### src/sv/tci_pkg.sv
// ----------------------------------------------------------------------------
// tci_pkg
// Shared constants, command codes and control structs for the trapezoid
// cubic integrator: controller, datapath and multiplier all draw on these.
// ----------------------------------------------------------------------------
package tci_pkg;

	localparam int FRAC_BITS_DEF = 16;
	localparam int IN_W          = 24;
	localparam int OUT_W         = 64;
	localparam int OUT_FRAC      = 24;
	localparam int ST_W          = 2;
	localparam int MUL_W         = 32;

	// result status codes
	localparam logic [ST_W-1:0] ST_OK       = 2'd0;
	localparam logic [ST_W-1:0] ST_BAD_STEP = 2'd1;
	localparam logic [ST_W-1:0] ST_SAT      = 2'd2;

	// datapath operations issued by the controller
	localparam int OP_W = 5;
	localparam logic [OP_W-1:0] OP_NOP      = 5'd0;
	localparam logic [OP_W-1:0] OP_LOAD     = 5'd1;
	localparam logic [OP_W-1:0] OP_INIT     = 5'd2;
	localparam logic [OP_W-1:0] OP_ADV_FULL = 5'd3;
	localparam logic [OP_W-1:0] OP_ADV_PART = 5'd4;
	localparam logic [OP_W-1:0] OP_F1       = 5'd5;
	localparam logic [OP_W-1:0] OP_F2       = 5'd6;
	localparam logic [OP_W-1:0] OP_F3       = 5'd7;
	localparam logic [OP_W-1:0] OP_F4       = 5'd8;
	localparam logic [OP_W-1:0] OP_F5       = 5'd9;
	localparam logic [OP_W-1:0] OP_F6       = 5'd10;
	localparam logic [OP_W-1:0] OP_A1       = 5'd11;
	localparam logic [OP_W-1:0] OP_A2       = 5'd12;
	localparam logic [OP_W-1:0] OP_A3       = 5'd13;
	localparam logic [OP_W-1:0] OP_A4       = 5'd14;
	localparam logic [OP_W-1:0] OP_A5       = 5'd15;
	localparam logic [OP_W-1:0] OP_A6       = 5'd16;
	localparam logic [OP_W-1:0] OP_A7       = 5'd17;
	localparam logic [OP_W-1:0] OP_A8       = 5'd18;
	localparam logic [OP_W-1:0] OP_FIN      = 5'd19;
	localparam logic [OP_W-1:0] OP_BAD      = 5'd20;

	typedef struct packed {
		logic [OP_W-1:0] op;
	} tci_cmd_t;

	typedef struct packed {
		logic bad_step;
		logic full_fits;
		logic part_left;
	} tci_stat_t;

endpackage

### src/sv/trapezoid_cubic_integrator_unit.sv
// ----------------------------------------------------------------------------
// trapezoid_cubic_integrator_unit
// Trapezoidal integration of x^3 - 3x^2 + 5 between two signed limits.
//
//   channel | direction | handshake           | beat
//   --------+-----------+---------------------+---------------------------------
//   in      | input     | in_valid / in_stall | left_limit, right_limit, step_width
//   out     | output    | out_valid/out_stall | integral, status
//
// Each trapezoid is an advance step, the cubic evaluation in states F1 to
// F6 and the area and sum in states A1 to A8, all sharing one 32x32
// multiplier. One beat is worked on at a time; the next is taken as soon
// as the result sits in the output register, stalled or not.
// Reset clears the sequencer and the output valid; no clearing pass.
// ----------------------------------------------------------------------------
module trapezoid_cubic_integrator_unit #(
	parameter int FRAC_BITS = tci_pkg::FRAC_BITS_DEF
) (
	input  logic                               clk,
	input  logic                               arst_n,
	input  logic                               in_valid,
	output logic                               in_stall,
	input  logic signed [tci_pkg::IN_W-1:0]    left_limit,
	input  logic signed [tci_pkg::IN_W-1:0]    right_limit,
	input  logic signed [tci_pkg::IN_W-1:0]    step_width,
	output logic                               out_valid,
	input  logic                               out_stall,
	output logic signed [tci_pkg::OUT_W-1:0]   integral,
	output logic [tci_pkg::ST_W-1:0]           status
);

	tci_pkg::tci_cmd_t  cmd;
	tci_pkg::tci_stat_t stat;

	tci_ctrl u_ctrl (
		.clk       (clk),
		.arst_n    (arst_n),
		.in_valid  (in_valid),
		.in_stall  (in_stall),
		.out_valid (out_valid),
		.out_stall (out_stall),
		.stat      (stat),
		.cmd       (cmd)
	);

	tci_datapath #(
		.FRAC_BITS (FRAC_BITS)
	) u_dp (
		.clk         (clk),
		.cmd         (cmd),
		.stat        (stat),
		.left_limit  (left_limit),
		.right_limit (right_limit),
		.step_width  (step_width),
		.integral    (integral),
		.status      (status)
	);

endmodule

### src/sv/tci_mul.sv
// ----------------------------------------------------------------------------
// tci_mul
// Shared unsigned multiplier with a registered product, one product a cycle while en is high.
// ----------------------------------------------------------------------------
module tci_mul (
	input  logic                          clk,
	input  logic                          en,
	input  logic [tci_pkg::MUL_W-1:0]     a,
	input  logic [tci_pkg::MUL_W-1:0]     b,
	output logic [2*tci_pkg::MUL_W-1:0]   p_q
);

	always_ff @(posedge clk) begin
		if (en) begin
			p_q <= a * b;
		end
	end

endmodule

### src/sv/tci_datapath.sv
// ----------------------------------------------------------------------------
// tci_datapath
// Limit ordering, step walk, cubic evaluation and trapezoid area with a
// saturating sum. Every register moves only on the operation it is given.
// ----------------------------------------------------------------------------
module tci_datapath #(
	parameter int FRAC_BITS = tci_pkg::FRAC_BITS_DEF
) (
	input  logic                               clk,
	input  tci_pkg::tci_cmd_t                  cmd,
	output tci_pkg::tci_stat_t                 stat,
	input  logic signed [tci_pkg::IN_W-1:0]    left_limit,
	input  logic signed [tci_pkg::IN_W-1:0]    right_limit,
	input  logic signed [tci_pkg::IN_W-1:0]    step_width,
	output logic signed [tci_pkg::OUT_W-1:0]   integral,
	output logic [tci_pkg::ST_W-1:0]           status
);

	localparam int IW = tci_pkg::IN_W;
	localparam int OW = tci_pkg::OUT_W;
	localparam int MW = tci_pkg::MUL_W;
	localparam int PW = 2*IW;
	localparam int CW = 3*IW;
	localparam int FW = (3*FRAC_BITS + 5 > 76) ? 3*FRAC_BITS + 5 : 76;
	localparam int AW = IW + OW + 2;
	localparam int RS = 3*FRAC_BITS - tci_pkg::OUT_FRAC;

	localparam logic signed [FW-1:0] F_HALF = (FW'(1) << RS) >> 1;
	localparam logic signed [FW-1:0] F_BIAS = (FW'(5) << (3*FRAC_BITS)) + F_HALF;
	localparam logic signed [FW-1:0] F_MAX  = {{(FW-OW+1){1'b0}}, {(OW-1){1'b1}}};
	localparam logic signed [FW-1:0] F_MIN  = {{(FW-OW+1){1'b1}}, {(OW-1){1'b0}}};
	localparam logic signed [AW-1:0] A_HALF = AW'(1) << FRAC_BITS;
	localparam logic signed [AW-1:0] A_MAX  = {{(AW-OW+1){1'b0}}, {(OW-1){1'b1}}};
	localparam logic signed [AW-1:0] A_MIN  = {{(AW-OW+1){1'b1}}, {(OW-1){1'b0}}};
	localparam logic signed [OW-1:0] S_MAX  = {1'b0, {(OW-1){1'b1}}};
	localparam logic signed [OW-1:0] S_MIN  = {1'b1, {(OW-1){1'b0}}};

	logic signed [IW-1:0] lo_q, hi_q, step_q, x_q, arg_q;
	logic                 neg_q;
	logic [IW-1:0]        w_q;
	logic signed [OW-1:0] yl_q, yr_q, sum_q, s_q, area_q;
	logic                 sat_q, sneg_q;
	logic [OW-1:0]        smag_q;
	logic [PW-1:0]        p2_q, p3lo_q;
	logic [CW-1:0]        p3_q;
	logic signed [FW-1:0] t_q, acc_q;
	logic [2*MW-1:0]      plo_q;
	logic [AW-1:0]        prod_q;
	logic signed [AW-1:0] sp_q;
	logic signed [OW-1:0] integral_q;
	logic [tci_pkg::ST_W-1:0] status_q;

	logic [IW-1:0]        arg_mag;
	logic signed [IW:0]   span, step_x, x_step, hi_x;
	logic [FW-1:0]        p2x3;
	logic signed [FW-1:0] acc_sh;
	logic signed [AW-1:0] a_rnd, a_sh;
	logic signed [OW:0]   sum_x;
	logic                 mul_en;
	logic [MW-1:0]        mul_a, mul_b;
	logic [2*MW-1:0]      mul_p;

	tci_mul u_mul (
		.clk (clk),
		.en  (mul_en),
		.a   (mul_a),
		.b   (mul_b),
		.p_q (mul_p)
	);

	assign arg_mag = arg_q[IW-1] ? IW'(-arg_q) : IW'(arg_q);
	assign span    = {hi_q[IW-1], hi_q} - {lo_q[IW-1], lo_q};
	assign step_x  = {step_q[IW-1], step_q};
	assign x_step  = {x_q[IW-1], x_q} + step_x;
	assign hi_x    = {hi_q[IW-1], hi_q};
	assign p2x3    = FW'({p2_q, 1'b0}) + FW'(p2_q);
	assign acc_sh  = acc_q >>> RS;
	assign a_rnd   = sp_q + A_HALF;
	assign a_sh    = a_rnd >>> (FRAC_BITS + 1);
	assign sum_x   = {sum_q[OW-1], sum_q} + {area_q[OW-1], area_q};

	always_comb begin
		stat.bad_step  = (step_q <= 0) || (step_x > span);
		stat.full_fits = (x_step <= hi_x);
		stat.part_left = (x_q < hi_q);
	end

	// multiplier operand select: the square, then the cube in two halves,
	// then width times the ordinate sum in two halves
	always_comb begin
		mul_en = 1'b0;
		mul_a  = '0;
		mul_b  = '0;
		unique case (cmd.op)
			tci_pkg::OP_F1: begin
				mul_en = 1'b1;
				mul_a  = MW'(arg_mag);
				mul_b  = MW'(arg_mag);
			end
			tci_pkg::OP_F2: begin
				mul_en = 1'b1;
				mul_a  = MW'(mul_p[IW-1:0]);
				mul_b  = MW'(arg_mag);
			end
			tci_pkg::OP_F3: begin
				mul_en = 1'b1;
				mul_a  = MW'(p2_q[PW-1:IW]);
				mul_b  = MW'(arg_mag);
			end
			tci_pkg::OP_A3: begin
				mul_en = 1'b1;
				mul_a  = MW'(w_q);
				mul_b  = smag_q[MW-1:0];
			end
			tci_pkg::OP_A4: begin
				mul_en = 1'b1;
				mul_a  = MW'(w_q);
				mul_b  = smag_q[OW-1:MW];
			end
			default: begin
				mul_en = 1'b0;
			end
		endcase
	end

	always_ff @(posedge clk) begin
		unique case (cmd.op)
			tci_pkg::OP_LOAD: begin
				step_q <= step_width;
				if (right_limit < left_limit) begin
					lo_q  <= right_limit;
					hi_q  <= left_limit;
					neg_q <= 1'b1;
				end else begin
					lo_q  <= left_limit;
					hi_q  <= right_limit;
					neg_q <= 1'b0;
				end
			end
			tci_pkg::OP_INIT: begin
				x_q   <= lo_q;
				arg_q <= lo_q;
				sum_q <= '0;
				sat_q <= 1'b0;
			end
			tci_pkg::OP_ADV_FULL: begin
				yl_q  <= yr_q;
				w_q   <= IW'(step_q);
				x_q   <= x_step[IW-1:0];
				arg_q <= x_step[IW-1:0];
			end
			tci_pkg::OP_ADV_PART: begin
				yl_q  <= yr_q;
				w_q   <= IW'(hi_q - x_q);
				x_q   <= hi_q;
				arg_q <= hi_q;
			end
			tci_pkg::OP_F2: begin
				p2_q <= mul_p[PW-1:0];
			end
			tci_pkg::OP_F3: begin
				p3lo_q <= mul_p[PW-1:0];
				t_q    <= F_BIAS - (p2x3 << FRAC_BITS);
			end
			tci_pkg::OP_F4: begin
				p3_q <= {mul_p[PW-1:0], {IW{1'b0}}} + CW'(p3lo_q);
			end
			tci_pkg::OP_F5: begin
				// odd power keeps the sign of x
				if (arg_q[IW-1]) begin
					acc_q <= t_q - FW'(p3_q);
				end else begin
					acc_q <= t_q + FW'(p3_q);
				end
			end
			tci_pkg::OP_F6: begin
				if (acc_sh > F_MAX) begin
					yr_q <= S_MAX;
				end else if (acc_sh < F_MIN) begin
					yr_q <= S_MIN;
				end else begin
					yr_q <= acc_sh[OW-1:0];
				end
			end
			tci_pkg::OP_A1: begin
				s_q <= yl_q + yr_q;
			end
			tci_pkg::OP_A2: begin
				sneg_q <= s_q[OW-1];
				smag_q <= s_q[OW-1] ? OW'(-s_q) : OW'(s_q);
			end
			tci_pkg::OP_A4: begin
				plo_q <= mul_p;
			end
			tci_pkg::OP_A5: begin
				prod_q <= AW'({mul_p, {MW{1'b0}}}) + AW'(plo_q);
			end
			tci_pkg::OP_A6: begin
				sp_q <= sneg_q ? -prod_q : prod_q;
			end
			tci_pkg::OP_A7: begin
				if (a_sh > A_MAX) begin
					area_q <= S_MAX;
					sat_q  <= 1'b1;
				end else if (a_sh < A_MIN) begin
					area_q <= S_MIN;
					sat_q  <= 1'b1;
				end else begin
					area_q <= a_sh[OW-1:0];
				end
			end
			tci_pkg::OP_A8: begin
				if (sum_x[OW] != sum_x[OW-1]) begin
					sum_q <= sum_x[OW] ? S_MIN : S_MAX;
					sat_q <= 1'b1;
				end else begin
					sum_q <= sum_x[OW-1:0];
				end
			end
			tci_pkg::OP_FIN: begin
				if (neg_q && (sum_q == S_MIN)) begin
					integral_q <= S_MAX;
					status_q   <= tci_pkg::ST_SAT;
				end else begin
					integral_q <= neg_q ? -sum_q : sum_q;
					status_q   <= sat_q ? tci_pkg::ST_SAT : tci_pkg::ST_OK;
				end
			end
			tci_pkg::OP_BAD: begin
				integral_q <= '0;
				status_q   <= tci_pkg::ST_BAD_STEP;
			end
			default: begin
			end
		endcase
	end

	assign integral = integral_q;
	assign status   = status_q;

endmodule

### src/sv/tci_ctrl.sv
// ----------------------------------------------------------------------------
// tci_ctrl
// Sequencer for one integration: check, first ordinate, then per trapezoid
// an advance, the cubic evaluation (F1 to F6) and the area update (A1 to A8).
// ----------------------------------------------------------------------------
module tci_ctrl (
	input  logic                clk,
	input  logic                arst_n,
	input  logic                in_valid,
	output logic                in_stall,
	output logic                out_valid,
	input  logic                out_stall,
	input  tci_pkg::tci_stat_t  stat,
	output tci_pkg::tci_cmd_t   cmd
);

	localparam int SW = 5;
	localparam logic [SW-1:0] S_IDLE   = 5'd0;
	localparam logic [SW-1:0] S_CHECK  = 5'd1;
	localparam logic [SW-1:0] S_F1     = 5'd2;
	localparam logic [SW-1:0] S_F2     = 5'd3;
	localparam logic [SW-1:0] S_F3     = 5'd4;
	localparam logic [SW-1:0] S_F4     = 5'd5;
	localparam logic [SW-1:0] S_F5     = 5'd6;
	localparam logic [SW-1:0] S_F6     = 5'd7;
	localparam logic [SW-1:0] S_DECIDE = 5'd8;
	localparam logic [SW-1:0] S_A1     = 5'd9;
	localparam logic [SW-1:0] S_A2     = 5'd10;
	localparam logic [SW-1:0] S_A3     = 5'd11;
	localparam logic [SW-1:0] S_A4     = 5'd12;
	localparam logic [SW-1:0] S_A5     = 5'd13;
	localparam logic [SW-1:0] S_A6     = 5'd14;
	localparam logic [SW-1:0] S_A7     = 5'd15;
	localparam logic [SW-1:0] S_A8     = 5'd16;
	localparam logic [SW-1:0] S_FIN    = 5'd17;
	localparam logic [SW-1:0] S_BAD    = 5'd18;

	logic [SW-1:0]               state_q, state_d;
	logic                        first_q, first_d;
	logic                        out_valid_q;
	logic                        slot_free;
	logic [tci_pkg::OP_W-1:0]    op;

	// output register may be refilled when empty or drained this cycle
	assign slot_free = !out_valid_q || !out_stall;

	always_comb begin
		state_d = state_q;
		first_d = first_q;
		op      = tci_pkg::OP_NOP;
		unique case (state_q)
			S_IDLE: begin
				if (in_valid) begin
					op      = tci_pkg::OP_LOAD;
					state_d = S_CHECK;
				end
			end
			S_CHECK: begin
				if (stat.bad_step) begin
					state_d = S_BAD;
				end else begin
					op      = tci_pkg::OP_INIT;
					first_d = 1'b1;
					state_d = S_F1;
				end
			end
			S_F1: begin op = tci_pkg::OP_F1; state_d = S_F2; end
			S_F2: begin op = tci_pkg::OP_F2; state_d = S_F3; end
			S_F3: begin op = tci_pkg::OP_F3; state_d = S_F4; end
			S_F4: begin op = tci_pkg::OP_F4; state_d = S_F5; end
			S_F5: begin op = tci_pkg::OP_F5; state_d = S_F6; end
			S_F6: begin
				op      = tci_pkg::OP_F6;
				first_d = 1'b0;
				state_d = first_q ? S_DECIDE : S_A1;
			end
			S_DECIDE: begin
				if (stat.full_fits) begin
					op      = tci_pkg::OP_ADV_FULL;
					state_d = S_F1;
				end else if (stat.part_left) begin
					op      = tci_pkg::OP_ADV_PART;
					state_d = S_F1;
				end else begin
					state_d = S_FIN;
				end
			end
			S_A1: begin op = tci_pkg::OP_A1; state_d = S_A2; end
			S_A2: begin op = tci_pkg::OP_A2; state_d = S_A3; end
			S_A3: begin op = tci_pkg::OP_A3; state_d = S_A4; end
			S_A4: begin op = tci_pkg::OP_A4; state_d = S_A5; end
			S_A5: begin op = tci_pkg::OP_A5; state_d = S_A6; end
			S_A6: begin op = tci_pkg::OP_A6; state_d = S_A7; end
			S_A7: begin op = tci_pkg::OP_A7; state_d = S_A8; end
			S_A8: begin op = tci_pkg::OP_A8; state_d = S_DECIDE; end
			S_FIN: begin
				if (slot_free) begin
					op      = tci_pkg::OP_FIN;
					state_d = S_IDLE;
				end
			end
			S_BAD: begin
				if (slot_free) begin
					op      = tci_pkg::OP_BAD;
					state_d = S_IDLE;
				end
			end
			default: begin
				state_d = S_IDLE;
			end
		endcase
	end

	always_ff @(posedge clk or negedge arst_n) begin
		if (!arst_n) begin
			state_q     <= S_IDLE;
			first_q     <= 1'b0;
			out_valid_q <= 1'b0;
		end else begin
			state_q <= state_d;
			first_q <= first_d;
			if ((op == tci_pkg::OP_FIN) || (op == tci_pkg::OP_BAD)) begin
				out_valid_q <= 1'b1;
			end else if (!out_stall) begin
				out_valid_q <= 1'b0;
			end
		end
	end

	always_comb begin
		cmd.op = op;
	end

	assign in_stall  = (state_q != S_IDLE);
	assign out_valid = out_valid_q;

endmodule

### config.mk
export PLATFORM = sky130hd
export DESIGN_NAME = trapezoid_cubic_integrator_unit
export DESIGN_NICKNAME = d
export VERILOG_FILES = /design/src/sv/tci_pkg.sv /design/src/sv/trapezoid_cubic_integrator_unit.sv /design/src/sv/tci_mul.sv /design/src/sv/tci_datapath.sv /design/src/sv/tci_ctrl.sv
export SDC_FILE = /design/constraint.sdc
export NUM_CORES = 2
export LEC_CHECK = 0
export BUFFER_PORTS_ARGS = -buffer_cell sky130_fd_sc_hd__buf_2
export CAP_MARGIN = 20
export CELL_PAD_IN_SITES_DETAIL_PLACEMENT = 1
export CELL_PAD_IN_SITES_GLOBAL_PLACEMENT = 2
export CORE_UTILIZATION = 43
export CTS_CLUSTER_SIZE = 12
export DETAILED_ROUTE_END_ITERATION = 10
export PLACE_DENSITY = 0.89
export SLEW_MARGIN = 25
export SYNTH_ARGS = -nofsm -noshare
export SYNTH_HDL_FRONTEND = slang
export SYNTH_SLANG_ARGS = --single-unit
### constraint.sdc
create_clock -name clk -period 16.9 [get_ports clk]
set_clock_uncertainty 0.15 [all_clocks]
set_input_delay 3.38 -clock clk [delete_from_list [all_inputs] [get_ports clk]]
set_output_delay 3.38 -clock clk [all_outputs]
set_load 0.03 [all_outputs]
# --- After elaboration in Yosys (flattened, before gate mapping) ---
# Index checks and enable logic that the tools add are counted.
# W data, S select, Z words.
word_totals:
  ff_bits: 1208
  latchBits: 0
  ram_bits: 0
  romBits: 0
  input_bits: 76
  output_inout_bits: 68
  word_cells: 168
  mem_count: 0
classes:
  addsub: 16
  mul: 1
  div_mod_pow: 0
  n_lt_le_gt_ge: 9
  eq_ne: 46
  n_shift: 0
  muxes: 45
  bitwise_logic: 0
  reduce_logical: 22
op_table:
  columns: ["cell", "n"]
  rows:
  - ["$mux W64", 6]
  - ["$pmux W64 S2", 2]
  - ["$neg A64 Y64", 2]
  - ["$pmux W24 S4", 1]
  - ["$pmux W32 S3", 1]
  - ["$pmux W5 S19", 1]
  - ["$add A90 B18 Y90 const B", 1]
  - ["$add A90 B64 Y90", 1]
  - ["$mux W90", 1]
  - ["$neg A90 Y90", 1]
  - ["$pmux W5 S18", 1]
  - ["$eq A5 B4 Y1 const B", 16]
  - ["$add A76 B72 Y76", 1]
  - ["$mux W76", 1]
  - ["$sub A51 B76 Y76 const A", 1]
  - ["$sub A76 B72 Y76", 1]
  - ["$gt A73 B64 Y1 const B", 1]
  - ["$lt A73 B64 Y1 const B", 1]
  - ["$add A72 B48 Y72", 1]
  - ["$mux W24", 3]
  - ["$pmux W24 S3", 1]
  - ["$add A64 B64 Y65", 1]
  - ["$add A64 B64 Y64", 1]
  - ["$eq A64 B64 Y1 const B", 1]
  - ["other kinds (41)", 91]

# --- Logic depth before layout (Yosys ltp) ---
depth:
  depth_word: 9
  mapped_depth: 41
  mapped_depth_nobuf: 40

# --- By module ---
# From an unflattened synthesis, not the netlist that was laid out.
hier_totals:
  cells_unflattened: 10559
  area_unflattened_um2: 104711.7
by_module_without_submodules:
  columns: ["mod", "n_inst", "cells_per_inst", "area_per_inst_um2", "seq_area_each_um2"]
  rows:
  - ["tci_datapath", 1, 6649, 68600.8, 31800.5]
  - ["tci_mul", 1, 3828, 35436.5, 1921.8]
  - ["tci_ctrl", 1, 82, 674.4, 175.2]

# --- Least setup slack after synthesis ---
# OpenSTA, ideal clock, no wires.
synth_timing:
  kind: "register to register"
  start: "register u_ctrl.state_q[0]"
  end: "register u_dp.u_mul.p_q[53] in the netlist's numbering (data pin)"
  setup_time_ns: 0.265
  arrival_ns: 12.272
  required_time_ns: 16.485
  setup_slack_ns: 4.213
  path_stages_with_launch: 35
  path_buffers: 3
  period_less_slack_ns: 12.687
  cell_sequence: "dfrtp_1 -> clkbuf_1 -> nand2b_1 -> nor4_1 -> clkbuf_1 -> a222oi_1 -> o21ai_1 -> clkbuf_1 -> nand2_1 -> fa_1 -> inv_1 -> fa_1 -> inv_1 -> fa_1 -> inv_1 -> fa_1 -> fa_1 -> fa_1 -> inv_1 -> fa_1 -> inv_1 -> ha_1 -> and3_1 -> a221o_1 -> a2111o_1 -> o21ai_0 -> a21oi_1 -> o211ai_1 -> a211oi_1 -> a211oi_1 -> a21oi_1 -> a21o_1 -> a21oi_1 -> o21ai_0 -> xor2_1"
synth_between:
  elab_chain_len: 6
  elab_cells_between_ends: 30
  classes_between: "1 x mul; 23 x eq/ne; 3 x mux; 3 x reduce/logical"
synth_rtl:
  columns: ["item", "line", "rtl"]
  rows:
  - ["from (decl)", "tci_ctrl.sv:38", "logic [SW-1:0] state_q, state_d;"]
  - ["from (signal assigned)", "tci_ctrl.sv:120", "state_q <= state_d;"]
  - ["$eq A5 B5 Y1, or another cell as far along", "tci_ctrl.sv:51", "unique case (state_q)"]
  - ["$pmux W5 S19 *", "tci_ctrl.sv:51", null]
  - ["$eq A5 B3 Y1 / $eq A5 B4 Y1 (equally long branches)", "tci_datapath.sv:94", "unique case (cmd.op)"]
  - ["$reduce_or A3 Y1 (no line) / $reduce_or A2 Y1 (equally long branches)", null, null]
  - ["$pmux W32 S3 / $pmux W24 S4 (equally long branches)", "tci_datapath.sv:94", null]
  - ["$mul A24 B32 Y56 *", "tci_mul.sv:15", "p_q <= a * b;"]
  - ["to (signal assigned)", "tci_mul.sv:15", null]
  - ["to (decl)", "tci_mul.sv:10", "output logic [2*tci_pkg::MUL_W-1:0] p_q"]
# Every way passes the cells marked *; elsewhere a longest branch is shown, timed or not.
# A chain may end at the register's enable or synchronous reset.

# --- Final worst setup path ---
layout_timing:
  start: "register u_ctrl.state_q[4]"
  end: "register u_dp.u_mul.p_q[53] in the netlist's numbering (data pin)"
# The elaborated chain is that of the path after synthesis.

==> impl_metrics.env <==
export IMPL_syn_area_per_cell_sq_um=10.2
export IMPL_cp_data_required_time_ps=17280
export IMPL_post_route_period_util_pct=71.3
export IMPL_async_flop_share_pct=0.629
export IMPL_die_area_sq_um=212000
export IMPL_clkPwrFrac_pct=15.3
export IMPL_synthesis_nets=10300
export IMPL_layout_area_overhead_vs_synth_pct=9.17
export IMPL_top_usage_layer="met2"
export IMPL_maxCapViolCount=0
export IMPL_tritoncts="yes"
export IMPL_crit_type="flop to flop"
export IMPL_drc=0
export IMPL_pin_count=144
export IMPL_rr_worst_depth=33
export IMPL_dp_hpwl_um=235000
export IMPL_cp_max_fo=40
export IMPL_rsz0062_at_grt="no"
export IMPL_track_usage_pct=28.7
export IMPL_cp_start_kind="flop"
export IMPL_setup_viol=0
export IMPL_hold_depth=0
export IMPL_hold_path_end="u_dp.p3_q[1]$_DFFE_PN_"
export IMPL_cpMostUsedCell="fa_1"
export IMPL_grt_max_degree=75
export IMPL_peakVddDrop_mv=0.192
export IMPL_clockRootBuffer="clkbuf_16"
export IMPL_whs_ps=250
export IMPL_power_switching_mw=8.92
export IMPL_combPwrFrac_pct=58.5
export IMPL_synth_area_sq_um=90200
export IMPL_clkSinkCount=1113
export IMPL_cp_arrival_ps=12420
export IMPL_yosysWarningCount=0
export IMPL_cts_clk_slew_worst_paths_ps=60
export IMPL_h_tree_depth=4
export IMPL_grt_use_met2_pct=47.4
export IMPL_slowest_stage="a21boi_4"
export IMPL_start_util_pct=43.4
export IMPL_swShare_pct=49.1
export IMPL_gp_congestion=0.947
export IMPL_core_area_sq_um=208000
export IMPL_max_slew_margin_rel_pct=25.0
export IMPL_dieHeight_um=460
export IMPL_grt_pass1_wl_um=457000
export IMPL_drive_gt1_share_pct=7.10
export IMPL_ys_types=84
export IMPL_rows=167
export IMPL_synth_edff_count=1106
export IMPL_clock_path_buffers=3
export IMPL_final_setup_tns_ps=0
export IMPL_fp_dieW_um=460
export IMPL_worstReg2RegStart="u_ctrl.state_q[4]$_DFFE_PN0P_"
export IMPL_p_per_area_nw_per_um2=184
export IMPL_critPathMaxStageDelay_ps=900
export IMPL_synth_cells=8879
export IMPL_status="completed"
export IMPL_slew_viol_final=0
export IMPL_r2r_end="u_dp.u_mul.p_q[53]$_DFFE_PP_"
export IMPL_p_int_mw=9.23
export IMPL_grt_pass1_vias=73200
export IMPL_vias_per_cell=5.79
export IMPL_wire_per_inst_um=25.7
export IMPL_finalPower_mw=18.2
export IMPL_r2r_setup_slack_ps=4850
export IMPL_leakage_nw=40.8
export IMPL_period_minus_slack_ps=12050
export IMPL_grtUsageMet3_pct=4.38
export IMPL_hp_class="flop to flop"
export IMPL_hold_buffers=0
export IMPL_ys_ff_latch=1113
export IMPL_hold_start="u_dp.p3lo_q[1]$_DFFE_PN_"
export IMPL_ant_nets=0
export IMPL_hold_violations=0
export IMPL_drt_wl_total_um=303000
export IMPL_cts_resized=0
export IMPL_clkLatencyLatePin_ps=790
export IMPL_first_iter_violations=5390
export IMPL_vias=68300
export IMPL_antenna_found_initial=15
export IMPL_port_buffers=143
export IMPL_grt_overflow=0
export IMPL_critPathCaptureType="flop"
export IMPL_nNetsFinal=10300
export IMPL_ys_flop_type="edfxtp_1"
export IMPL_startpoint="u_ctrl.state_q[4]$_DFFE_PN0P_"
export IMPL_worst_pin_slew_ps=1130
export IMPL_gr_usage_met1_pct=36.5
export IMPL_numCtsBuffers=130
export IMPL_cp_top_family="compound AO/OA/AOI/OAI gates"
export IMPL_cts_setup_buffers=0
export IMPL_path_buf_inv=6
export IMPL_ys_seq_area_share_pct=37.0
export IMPL_drtPass1Iterations=9
export IMPL_max_clock_freq_mhz=83.0
export IMPL_p_seq_share_pct=26.2
## power by group through the flow
stage               Combinational, mW  Clock [mW]  Sequential, mW
finish                           10.6        2.78            4.75
global route                     11.6        2.91            4.76
CTS                              10.6        2.83            4.72
detailed placement               10.5           0            4.76
global placement                 10.1           0            4.74
floorplan                        6.86           0            4.44
## state kept, by name (all words and copies together) (netlist names), 2 cells and up
name and flops:
u_dp.prod_q 89, u_dp.sp_q 74, u_dp.p3_q 72, u_dp.area_q 64, u_dp.integral 64, u_dp.s_q 64
u_dp.smag_q 64, u_dp.sum_q 64, u_dp.t_q 60, u_dp.plo_q 56, u_dp.u_mul.p_q 56, u_dp.yl_q 53
u_dp.yr_q 53, u_dp.acc_q 52, u_dp.p2_q 48, u_dp.p3lo_q 48, u_dp.hi_q 24, u_dp.lo_q 24
u_dp.step_q 24, u_dp.w_q 24, u_dp.x_q 24, u_ctrl.state_q 5, u_dp.status 2
## layout by cell type, fill, tap and decap left out, types with 25 or more instances in the layout
cell type / netlist / layout
inv_1: 1119 / 1117
edfxtp_1: 1106 / 1106
nand2_1: 883 / 883
fa_1: 666 / 666
ha_1: 657 / 657
nor2_1: 593 / 583
xnor2_1: 465 / 465
o21ai_0: 463 / 456
a21oi_1: 439 / 439
xor2_1: 271 / 271
a21o_1: 210 / 210
nand3_1: 152 / 152
buf_2: 1 / 143
clkbuf_16: 0 / 131
buf_4: 0 / 121
nor3_1: 102 / 97
nand2b_1: 90 / 89
nand4_1: 86 / 86
o31ai_1: 85 / 84
o21a_1: 76 / 76
nor2b_1: 75 / 75
and2_1: 74 / 74
and3_1: 71 / 70
o21bai_1: 60 / 59
or3_1: 55 / 54
mux2_2: 49 / 49
nor4_1: 51 / 47
a22oi_1: 46 / 46
or2_2: 45 / 45
a31oi_1: 41 / 41
a211oi_1: 38 / 38
or4_1: 33 / 33
o41ai_1: 30 / 29
clkbuf_1: 339 / 26
a21boi_0: 29 / 25
## stage by stage
step | cells | setup slack, ps | utilization [%] | cell area, sq um
floorplan | 8879 | 4210 | - | 90200
global placement | 11600 | 5230 | 45.4 | 94200
detailed placement | 11600 | 4900 | 45.4 | 94300
CTS | 11800 | 4890 | 47.4 | 98400
global route | 11800 | 4280 | 47.4 | 98400
finish | 11800 | 4850 | 47.4 | 98400
## cells by family (layout without fill, tap and decap cells)
logic type | after synthesis | count (layout) | synth area share (%)
AO/OA/AOI/OAI | 1782 | 1782 | 12.6
XOR/XNOR | 736 | 736 | 7.15
adder cells (fa/ha/maj) | 1323 | 1323 | 23.9
buffers and inverters | 1474 | 1611 | 6.20
flip-flops | 1113 | 1113 | 37.0
multiplexers | 72 | 72 | 0.867
other | 0 | 4 | 0
AND/OR/NAND/NOR | 2379 | 2379 | 12.3
## final cells by class
| type | count | area [sq um] |
|---|---|---|
| Sequential cell | 1113 | 33400 |
| Clock inverter | 68 | 719 |
| Multi-Input combinational cell | 6292 | 51600 |
| Clock buffer | 157 | 3380 |
| Inverter | 1120 | 4210 |
| Antenna cell | 4 | 10.0 |
| Tap cell | 2788 | 3490 |
| Timing Repair Buffer | 266 | 1670 |
| Fill cell | 23100 | 109000 |
## routing by layer
metal / routed length (um) / share of wire, %
met1: 126000 / 42
met5: 38 / 0.013
met2: 141000 / 47
met4: 17800 / 5.9
met3: 18100 / 6.0
## cell usage after synthesis, types with 74 or more instances
master | n | area, sq um
edfxtp_1 | 1106 | 33200
nand2_1 | 883 | 3310
and2_1 | 74 | 463
ha_1 | 657 | 8220
xor2_1 | 271 | 2370
nand2b_1 | 90 | 563
clkbuf_1 | 339 | 1270
o21a_1 | 76 | 571
a21oi_1 | 439 | 2200
nor2_1 | 593 | 2230
xnor2_1 | 465 | 4070
nand3_1 | 152 | 761
fa_1 | 666 | 13300
a21o_1 | 210 | 1580
nand4_1 | 86 | 538
nor3_1 | 102 | 510
inv_1 | 1119 | 4200
o31ai_1 | 85 | 638
o21ai_0 | 463 | 2320
nor2b_1 | 75 | 469
## worst max path at each step
stage / slack [ps] / end / cells after the start
detailed placement: 4900 / u_dp.u_mul.p_q[53]$_DFFE_PP_ / 33
global route: 4280 / u_dp.u_mul.p_q[53]$_DFFE_PP_ / 33
finish: 4850 / u_dp.u_mul.p_q[53]$_DFFE_PP_ / 33
floorplan: 4210 / u_dp.u_mul.p_q[53]$_DFFE_PP_ / 34
global placement: 5230 / u_dp.u_mul.p_q[53]$_DFFE_PP_ / 33
CTS: 4890 / u_dp.u_mul.p_q[53]$_DFFE_PP_ / 33
## worst reg2reg max path: cells and delay by family (launching register included)
kind / cells / cell delay (ps)
adder cells (fa/ha/maj): 8 / 3820
AND/OR/NAND/NOR: 5 / 1450
flip-flops: 1 / 750
AO/OA/AOI/OAI: 13 / 4680
XOR/XNOR: 1 / 160
buffers and inverters: 6 / 800
(Power assumes the default switching activity.)
